==> src/rtl/core/rcw_pkg.sv <==
// Shared types and constants of the RIFF chunk walker.
`default_nettype none

package rcw_pkg;

    // Chunk ids that open a container.
    localparam logic [31:0] ID_RIFF = 32'h5249_4646;
    localparam logic [31:0] ID_LIST = 32'h4C49_5354;

    // A region with fewer bytes than a header left is skipped.
    localparam logic [31:0] HEADER_BYTES = 32'd8;
    // Bytes of a container form type.
    localparam logic [31:0] FORM_BYTES = 32'd4;

    // Byte counter values on the last byte of a header and of a form type.
    localparam logic [2:0] HEADER_LAST = 3'd7;
    localparam logic [2:0] FORM_LAST = 3'd3;

    // Parse phase, one-hot.
    typedef enum logic [2:0] {
        PH_HEADER = 3'b001,
        PH_FORM   = 3'b010,
        PH_SKIP   = 3'b100
    } phase_t;

    // One open region. Besides its own end and pad flag, each entry carries
    // what is left once every region that ends at the same byte is closed:
    // the pad flag of the outermost of them and the end of the region around
    // them (or a flag saying that this is the file level).
    typedef struct packed {
        logic [31:0] region_end;
        logic        pad;
        logic        bot_pad;
        logic [31:0] below_end;
        logic        below_file;
    } region_entry_t;

    // Stack operations for one transaction.
    typedef struct packed {
        logic clear;
        logic push;
        logic pop;
    } stack_ctrl_t;

endpackage

`default_nettype wire

==> src/rtl/core/riff_chunk_walker_top.sv <==
// RIFF chunk walker: one file byte per transaction in, one record per chunk out.
// Latency: a record is on m_valid in the cycle after the byte that completes it.
// Throughput: one byte per cycle; a stall on the result side holds s_ready low
// only while the result register is full and not taken.
// Several regions that end on the same byte are all closed by a single pop.
// Reset is synchronous, active low; position, phase, stack and file length clear.
`default_nettype none

module riff_chunk_walker_top #(
    parameter int MAX_DEPTH = 8
) (
    input  wire logic        aclk,
    input  wire logic        aresetn,
    // Configuration
    input  wire logic        cfg_wr_en,
    input  wire logic [31:0] cfg_wr_data,
    // Byte input
    input  wire logic        s_valid,
    output logic             s_ready,
    input  wire logic [7:0]  s_data_byte,
    input  wire logic        s_restart,
    // Chunk records
    output logic             m_valid,
    input  wire logic        m_ready,
    output logic [31:0]      m_chunk_id,
    output logic [31:0]      m_chunk_size,
    output logic [31:0]      m_data_offset,
    output logic [31:0]      m_form_type,
    output logic [3:0]       m_nest_level,
    output logic             m_is_container,
    output logic             m_too_deep
);

    localparam int DEPTHW = $clog2(MAX_DEPTH + 1);

    function automatic logic [31:0] swap32(input logic [31:0] v);
        swap32 = {v[7:0], v[15:8], v[23:16], v[31:24]};
    endfunction

    // Parser state
    logic [31:0]            file_length_reg;
    logic [31:0]            pos_reg,   pos_next;
    rcw_pkg::phase_t        phase_reg, phase_next;
    logic [2:0]             cnt_reg,   cnt_next;
    logic [63:0]            hdr_reg,   hdr_next;
    logic [31:0]            form_reg,  form_next;
    logic [31:0]            skip_reg,  skip_next;
    logic [31:0]            pend_end_reg, pend_end_next;
    logic                   pend_pad_reg, pend_pad_next;

    // Result register
    logic                   m_valid_reg, m_valid_next;
    logic [31:0]            m_chunk_id_reg;
    logic [31:0]            m_chunk_size_reg;
    logic [31:0]            m_data_offset_reg;
    logic [31:0]            m_form_type_reg;
    logic [3:0]             m_nest_level_reg;
    logic                   m_is_container_reg;
    logic                   m_too_deep_reg;

    // Stack interface
    rcw_pkg::stack_ctrl_t   stk_ctrl;
    rcw_pkg::region_entry_t push_entry;
    logic [DEPTHW-1:0]      push_below_depth;
    logic [DEPTHW-1:0]      stk_depth;
    rcw_pkg::region_entry_t top;
    logic [DEPTHW-1:0]      top_below_depth;

    // Working values
    logic                   accept;
    logic [31:0]            e_pos;
    rcw_pkg::phase_t        e_phase;
    logic [2:0]             e_cnt;
    logic [DEPTHW-1:0]      e_depth;
    logic [31:0]            r_cur;
    logic [31:0]            r_below;
    logic                   skip_hold;
    logic                   at_hdr_start;
    logic [63:0]            hdr_in;
    logic [31:0]            form_in;
    logic [31:0]            id_w;
    logic [31:0]            size_w;
    logic [31:0]            off_w;
    logic [32:0]            leaf_end_w;
    logic [31:0]            leaf_tgt;
    logic [32:0]            cont_end_w;
    logic [31:0]            cont_tgt;
    logic [32:0]            deep_end_w;
    logic [31:0]            deep_tgt;
    logic                   is_cont_w;
    logic                   small_w;
    logic                   same_end;
    logic [3:0]             level_w;
    logic                   emit;
    logic [31:0]            res_id;
    logic [31:0]            res_size;
    logic [31:0]            res_off;
    logic [31:0]            res_form;
    logic                   res_cont;
    logic                   res_deep;

    rcw_region_stack #(
        .MAX_DEPTH (MAX_DEPTH),
        .DEPTHW    (DEPTHW)
    ) u_stack (
        .aclk             (aclk),
        .aresetn          (aresetn),
        .ctrl             (stk_ctrl),
        .push_entry       (push_entry),
        .push_below_depth (push_below_depth),
        .depth            (stk_depth),
        .top_entry        (top),
        .top_below_depth  (top_below_depth)
    );

    // Handshake: a byte is taken whenever the result register can take a record.
    assign s_ready = !m_valid_reg || m_ready;
    assign accept  = s_valid && s_ready;

    // A restart clears position, phase and stack before the byte is used.
    assign e_pos   = s_restart ? '0 : pos_reg;
    assign e_phase = s_restart ? rcw_pkg::PH_HEADER : phase_reg;
    assign e_cnt   = s_restart ? '0 : cnt_reg;
    assign e_depth = s_restart ? '0 : stk_depth;

    // Current region end, and the region left after closing the top run.
    assign r_cur   = (e_depth != '0) ? top.region_end : file_length_reg;
    assign r_below = top.below_file ? file_length_reg : top.below_end;

    assign skip_hold    = (e_phase == rcw_pkg::PH_SKIP) && (e_pos < skip_reg);
    assign at_hdr_start = ((e_phase == rcw_pkg::PH_SKIP) && !skip_hold) ||
                          ((e_phase == rcw_pkg::PH_HEADER) && (e_cnt == '0));

    // Header decode on its last byte.
    assign hdr_in    = {hdr_reg[55:0], s_data_byte};
    assign form_in   = {form_reg[23:0], s_data_byte};
    assign id_w      = hdr_in[63:32];
    assign size_w    = swap32(hdr_in[31:0]);
    assign off_w     = e_pos + 32'd1;
    assign is_cont_w = (id_w == rcw_pkg::ID_RIFF) || (id_w == rcw_pkg::ID_LIST);

    assign leaf_end_w = {1'b0, off_w} + {1'b0, size_w} + {32'd0, size_w[0]};
    assign leaf_tgt   = (leaf_end_w < {1'b0, r_cur}) ? leaf_end_w[31:0] : r_cur;
    assign cont_end_w = {1'b0, off_w} + {1'b0, size_w};
    assign cont_tgt   = (cont_end_w < {1'b0, r_cur}) ? cont_end_w[31:0] : r_cur;
    assign small_w    = (size_w < rcw_pkg::FORM_BYTES) ||
                        ((r_cur - off_w) < rcw_pkg::FORM_BYTES);

    // Skip target of a container nested too deep: its end plus pad, clamped.
    assign deep_end_w = {1'b0, pend_end_reg} + {32'd0, pend_pad_reg};
    assign deep_tgt   = (deep_end_w < {1'b0, r_cur}) ? deep_end_w[31:0] : r_cur;

    // A new region that ends with the current top joins the top's run.
    assign same_end = (e_depth != '0) && (pend_end_reg == top.region_end);
    assign level_w  = 4'(e_depth);

    // Stack entry for a container that opens.
    always_comb begin
        push_entry.region_end = pend_end_reg;
        push_entry.pad        = pend_pad_reg;
        if (same_end) begin
            push_entry.bot_pad    = top.bot_pad;
            push_entry.below_end  = top.below_end;
            push_entry.below_file = top.below_file;
            push_below_depth      = top_below_depth;
        end else begin
            push_entry.bot_pad    = pend_pad_reg;
            push_entry.below_end  = top.region_end;
            push_entry.below_file = (e_depth == '0);
            push_below_depth      = e_depth;
        end
    end

    // Per-byte parse step.
    always_comb begin
        pos_next      = pos_reg;
        phase_next    = phase_reg;
        cnt_next      = cnt_reg;
        hdr_next      = hdr_reg;
        form_next     = form_reg;
        skip_next     = skip_reg;
        pend_end_next = pend_end_reg;
        pend_pad_next = pend_pad_reg;
        stk_ctrl      = '0;
        emit          = 1'b0;
        res_id        = hdr_reg[63:32];
        res_size      = swap32(hdr_reg[31:0]);
        res_off       = e_pos - 32'd3;
        res_form      = form_in;
        res_cont      = 1'b1;
        res_deep      = 1'b0;

        if (accept) begin
            pos_next       = e_pos + 32'd1;
            phase_next     = e_phase;
            cnt_next       = e_cnt;
            stk_ctrl.clear = s_restart;

            if (skip_hold) begin
                // Byte lies inside a skipped span.
                phase_next = rcw_pkg::PH_SKIP;
            end else if (at_hdr_start) begin
                phase_next = rcw_pkg::PH_HEADER;
                cnt_next   = '0;
                if (e_pos >= r_cur) begin
                    if (e_depth != '0) begin
                        // Close every region that ends here in one step.
                        stk_ctrl.pop = 1'b1;
                        if (top.bot_pad && (r_below > e_pos)) begin
                            phase_next = rcw_pkg::PH_SKIP;
                            skip_next  = e_pos + 32'd1;
                        end else if (top.below_file && (e_pos >= file_length_reg)) begin
                            // Past the end of the file: byte is ignored.
                            phase_next = rcw_pkg::PH_HEADER;
                        end else if ((r_below - e_pos) < rcw_pkg::HEADER_BYTES) begin
                            phase_next = rcw_pkg::PH_SKIP;
                            skip_next  = r_below;
                        end else begin
                            hdr_next = hdr_in;
                            cnt_next = 3'd1;
                        end
                    end
                end else if ((r_cur - e_pos) < rcw_pkg::HEADER_BYTES) begin
                    // Too little room for a header: skip to the region end.
                    phase_next = rcw_pkg::PH_SKIP;
                    skip_next  = r_cur;
                end else begin
                    hdr_next = hdr_in;
                    cnt_next = 3'd1;
                end
            end else if (e_phase == rcw_pkg::PH_HEADER) begin
                hdr_next = hdr_in;
                cnt_next = e_cnt + 3'd1;
                if (e_cnt == rcw_pkg::HEADER_LAST) begin
                    cnt_next = '0;
                    res_id   = id_w;
                    res_size = size_w;
                    res_off  = off_w;
                    res_form = '0;
                    res_cont = is_cont_w;
                    if (!is_cont_w || small_w) begin
                        // Leaf or empty container: record now, skip its body.
                        emit       = 1'b1;
                        phase_next = rcw_pkg::PH_SKIP;
                        skip_next  = leaf_tgt;
                    end else begin
                        phase_next    = rcw_pkg::PH_FORM;
                        form_next     = '0;
                        pend_end_next = cont_tgt;
                        pend_pad_next = size_w[0];
                    end
                end
            end else if (e_phase == rcw_pkg::PH_FORM) begin
                form_next = form_in;
                cnt_next  = e_cnt + 3'd1;
                if (e_cnt == rcw_pkg::FORM_LAST) begin
                    cnt_next = '0;
                    emit     = 1'b1;
                    if (e_depth >= DEPTHW'(MAX_DEPTH)) begin
                        // No room on the stack: flag it and skip the contents.
                        res_deep   = 1'b1;
                        phase_next = rcw_pkg::PH_SKIP;
                        skip_next  = deep_tgt;
                    end else begin
                        stk_ctrl.push = 1'b1;
                        phase_next    = rcw_pkg::PH_HEADER;
                    end
                end
            end
        end
    end

    // Result register handshake.
    always_comb begin
        m_valid_next = m_valid_reg;
        if (accept && emit) begin
            m_valid_next = 1'b1;
        end else if (m_ready) begin
            m_valid_next = 1'b0;
        end
    end

    // Control state.
    always_ff @(posedge aclk) begin
        if (!aresetn) begin
            file_length_reg <= '0;
            pos_reg         <= '0;
            phase_reg       <= rcw_pkg::PH_HEADER;
            cnt_reg         <= '0;
            m_valid_reg     <= 1'b0;
        end else begin
            if (cfg_wr_en) begin
                file_length_reg <= cfg_wr_data;
            end
            pos_reg     <= pos_next;
            phase_reg   <= phase_next;
            cnt_reg     <= cnt_next;
            m_valid_reg <= m_valid_next;
        end
    end

    // Shift registers and targets.
    always_ff @(posedge aclk) begin
        hdr_reg      <= hdr_next;
        form_reg     <= form_next;
        skip_reg     <= skip_next;
        pend_end_reg <= pend_end_next;
        pend_pad_reg <= pend_pad_next;
    end

    // Record payload, loaded with each new record.
    always_ff @(posedge aclk) begin
        if (accept && emit) begin
            m_chunk_id_reg     <= res_id;
            m_chunk_size_reg   <= res_size;
            m_data_offset_reg  <= res_off;
            m_form_type_reg    <= res_form;
            m_nest_level_reg   <= level_w;
            m_is_container_reg <= res_cont;
            m_too_deep_reg     <= res_deep;
        end
    end

    assign m_valid        = m_valid_reg;
    assign m_chunk_id     = m_chunk_id_reg;
    assign m_chunk_size   = m_chunk_size_reg;
    assign m_data_offset  = m_data_offset_reg;
    assign m_form_type    = m_form_type_reg;
    assign m_nest_level   = m_nest_level_reg;
    assign m_is_container = m_is_container_reg;
    assign m_too_deep     = m_too_deep_reg;

endmodule

`default_nettype wire

==> src/rtl/core/rcw_region_stack.sv <==
// Bounded stack of open regions with a one-step pop of a whole run of equal ends.
`default_nettype none

module rcw_region_stack #(
    parameter int MAX_DEPTH = 8,
    parameter int DEPTHW    = $clog2(MAX_DEPTH + 1)
) (
    input  wire logic                  aclk,
    input  wire logic                  aresetn,
    input  wire rcw_pkg::stack_ctrl_t  ctrl,
    input  wire rcw_pkg::region_entry_t push_entry,
    input  wire logic [DEPTHW-1:0]     push_below_depth,
    output logic [DEPTHW-1:0]          depth,
    output rcw_pkg::region_entry_t     top_entry,
    output logic [DEPTHW-1:0]          top_below_depth
);

    localparam int IDXW = (MAX_DEPTH > 1) ? $clog2(MAX_DEPTH) : 1;

    rcw_pkg::region_entry_t entry_reg [MAX_DEPTH];
    logic [DEPTHW-1:0]      below_depth_reg [MAX_DEPTH];
    logic [DEPTHW-1:0]      depth_reg;
    logic [DEPTHW-1:0]      depth_next;
    logic [DEPTHW-1:0]      top_pos;
    logic [IDXW-1:0]        rd_idx;
    logic [IDXW-1:0]        wr_idx;

    // The top entry sits one below the fill level.
    assign top_pos = depth_reg - DEPTHW'(1);
    assign rd_idx  = top_pos[IDXW-1:0];
    assign wr_idx  = depth_reg[IDXW-1:0];

    assign depth           = depth_reg;
    assign top_entry       = entry_reg[rd_idx];
    assign top_below_depth = below_depth_reg[rd_idx];

    // Fill level: a pop drops straight to the depth stored with the top entry.
    always_comb begin
        depth_next = depth_reg;
        if (ctrl.clear) begin
            depth_next = '0;
        end else if (ctrl.pop) begin
            depth_next = top_below_depth;
        end else if (ctrl.push) begin
            depth_next = depth_reg + DEPTHW'(1);
        end
    end

    always_ff @(posedge aclk) begin
        if (!aresetn) begin
            depth_reg <= '0;
        end else begin
            depth_reg <= depth_next;
        end
    end

    // Entry storage, written at the fill level on a push.
    always_ff @(posedge aclk) begin
        if (ctrl.push && !ctrl.clear) begin
            entry_reg[wr_idx]       <= push_entry;
            below_depth_reg[wr_idx] <= push_below_depth;
        end
    end

endmodule

`default_nettype wire

==> config.mk <==
export PLATFORM = sky130hd
export DESIGN_NAME = riff_chunk_walker_top
export DESIGN_NICKNAME = d
export VERILOG_FILES = /design/src/rtl/core/rcw_pkg.sv /design/src/rtl/core/riff_chunk_walker_top.sv /design/src/rtl/core/rcw_region_stack.sv
export SDC_FILE = /design/constraint.sdc
export NUM_CORES = 2
export LEC_CHECK = 0
export ABC_AREA = 1
export BUFFER_PORTS_ARGS = -buffer_cell sky130_fd_sc_hd__buf_2
export CORE_ASPECT_RATIO = 1.5
export CORE_MARGIN = 2
export CORE_UTILIZATION = 40
export DETAILED_ROUTE_END_ITERATION = 8
export PLACE_DENSITY = 0.52
export SYNTH_ARGS = -nofsm -noshare
export SYNTH_HDL_FRONTEND = slang
export SYNTH_HIERARCHICAL = 1
export SYNTH_SLANG_ARGS = --single-unit
==> constraint.sdc <==
create_clock -name aclk -period 20.9 [get_ports aclk]
set_input_delay 3.135 -clock aclk [delete_from_list [all_inputs] [get_ports aclk]]
set_output_delay 3.135 -clock aclk [all_outputs]
set_load 0.03 [all_outputs]
==> out/qor.txt <==
Final period util: 57.2%
Final WS setup: 8.94 ns
Clock transition at path regs: 0.07 ns
mapped cell area: 54,900 um^2
IO Port Bufs: 181
R2R setup slack: 11.45 ns
CTS buffer count: 93
share of cells above drive strength 1: 9.65%
initial antenna violation count: 19
Root Driver: clkbuf_16
syn avg cell area: 8.60 um^2
CP Max Fanout: 34
Power Density: 77.9 nW/um^2
crit path launch type: primary input
most frequent cells in the layout: nand2_1 (1,347), edfxtp_1 (847), inv_1 (739)
wire per inst: 29.0 um
status: finished clean
H-tree depth: 3
DRT iter0 DRCs: 3,920
deepest clock path buffer count: 3
CTS tree: done
grt ovf: 0
CP endpoint: skip_reg[31]
Resized cells post-CTS: 0
worst skew pair latency: 0.76 ns
DRT antenna net count: 0
DRC: 0
Ys Warns: 6
vias in the first global route: 47,000
Die Ht: 458 um
# IOs: 182
Vias: 48,100
setup bufs post-CTS: 0
Synth Net Count: 6,722
Setup crit end kind: flip-flop
Max Slew Vio Count: 0
area delta synth->final: 11.4%
Sink Count: 922
max cap viols: 0
width of the die: 306 um
crit path from: s_restart
Worst-Margin Slew: 1.17 ns
# rows: 166
CP most frequent cell: nand2_1
commonest non-fill, non-tap cell in the layout: nand2_1
GPL Wtd Cong: 1.04
Core Area: 136,000 um^2
RSZ-0062 raised after global routing: no
Layout Skew: 0.0654 ns
Mapped Cells: 6,382
Max Freq: 0.0836 GHz
Die Area: 140,000 um^2
dpl ws: 8.75 ns
slew margin rel.: 21.5%
Hold/Removal Path Class: flip-flop to flip-flop
FF-to-FF path depth: 41
Final setup viols: 0
largest net degree at the start of global routing: 124
WL final: 244,000 um
CP arrival: 12.57 ns
critical path class: primary input to flip-flop
Via density: 5.72
Total GRT Usage: 34.2%
slowest CP cell: xor2_1
DRT Pass-1 Iters: 6
CP peak stage delay: 0.74 ns
static leakage: 25.4 nW
initial core utilization: 40.3%
nets: 6,890
hpwl dp: 184,000 um
Final TNS setup: 0 ns
fin crit period: 11.96 ns
Reg-to-Reg Start: pos_reg[0]
first-pass GRT wire length: 340,000 um
critical path required time: 21.51 ns
Peak VDD IR: 69.8 uV
Hold Buf Count CTS: 0
max FFs per register: 528
Critical R2R Capture: skip_reg[31]
endpoints failing hold: 0
critical path, delay by kind of cell:
family          cells  cell delay [ns]
compound gates      2             0.43
xor+xnor            2             1.10
fa+ha+maj           3             1.15
buf+inv             8             1.47
simple gates       27             5.13
layer usage:
metal  track usage (%)  share of wire (%)  vias to the layer above  wire length [um]
met1              36.9                 36                    23400             87400
met5                 0              0.019                        -                46
met3              5.00                5.5                      657             13300
met4              28.4                9.8                        8             23900
li1                  -                  -                    22200                 -
met2              59.2                 49                     1886            119000
metrics by stage:
step | instance area, um^2 | std cells | hold slack, ns | utilization (%) | power [mW]
after global routing | 61100 | 8407 | 0.484 | 44.9 | 4.92
final | 61100 | 8410 | 0.464 | 44.9 | 4.76
after floorplan | 54900 | 6382 | 0.426 | - | 2.67
after CTS | 61100 | 8395 | 0.466 | 44.8 | 4.76
after global placement | 58000 | 8219 | 0.436 | 42.5 | 3.03
after detailed placement | 58000 | 8219 | 0.450 | 42.5 | 3.02
cell type report:
type	instances	area (um^2)
Timing Repair Buffer	293	1780
Fill cell	13600	75100
Multi-Input combinational cell	4476	24100
Clock buffer	108	2400
Clock inverter	68	746
Sequential cell	922	26900
Inverter	764	2880
Tap cell	1764	2210
Antenna cell	15	37.5
power by group:
| part | internal [mW] | leakage, nW | total, mW | switching [mW] |
|---|---|---|---|---|
| combinational | 0.253 | 15.6 | 0.916 | 0.663 |
| clock | 0.954 | 1.51 | 1.75 | 0.797 |
| sequential | 2.05 | 8.32 | 2.09 | 0.0436 |
worst min-delay path by stage:
stage / from / end / slack, ns / depth (start not counted)
2_1_floorplan: hdr_reg[54] / hdr_reg[62] / 0.43 / 0
3_3_place_gp: hdr_reg[54] / hdr_reg[62] / 0.44 / 0
3_5_place_dp: hdr_reg[54] / hdr_reg[62] / 0.45 / 0
4_1_cts: hdr_reg[54] / hdr_reg[62] / 0.47 / 0
5_1_grt: cnt_reg[0] / cnt_reg[0] / 0.48 / 2
6_report: hdr_reg[54] / hdr_reg[62] / 0.46 / 0
(Power assumes the default switching activity.)
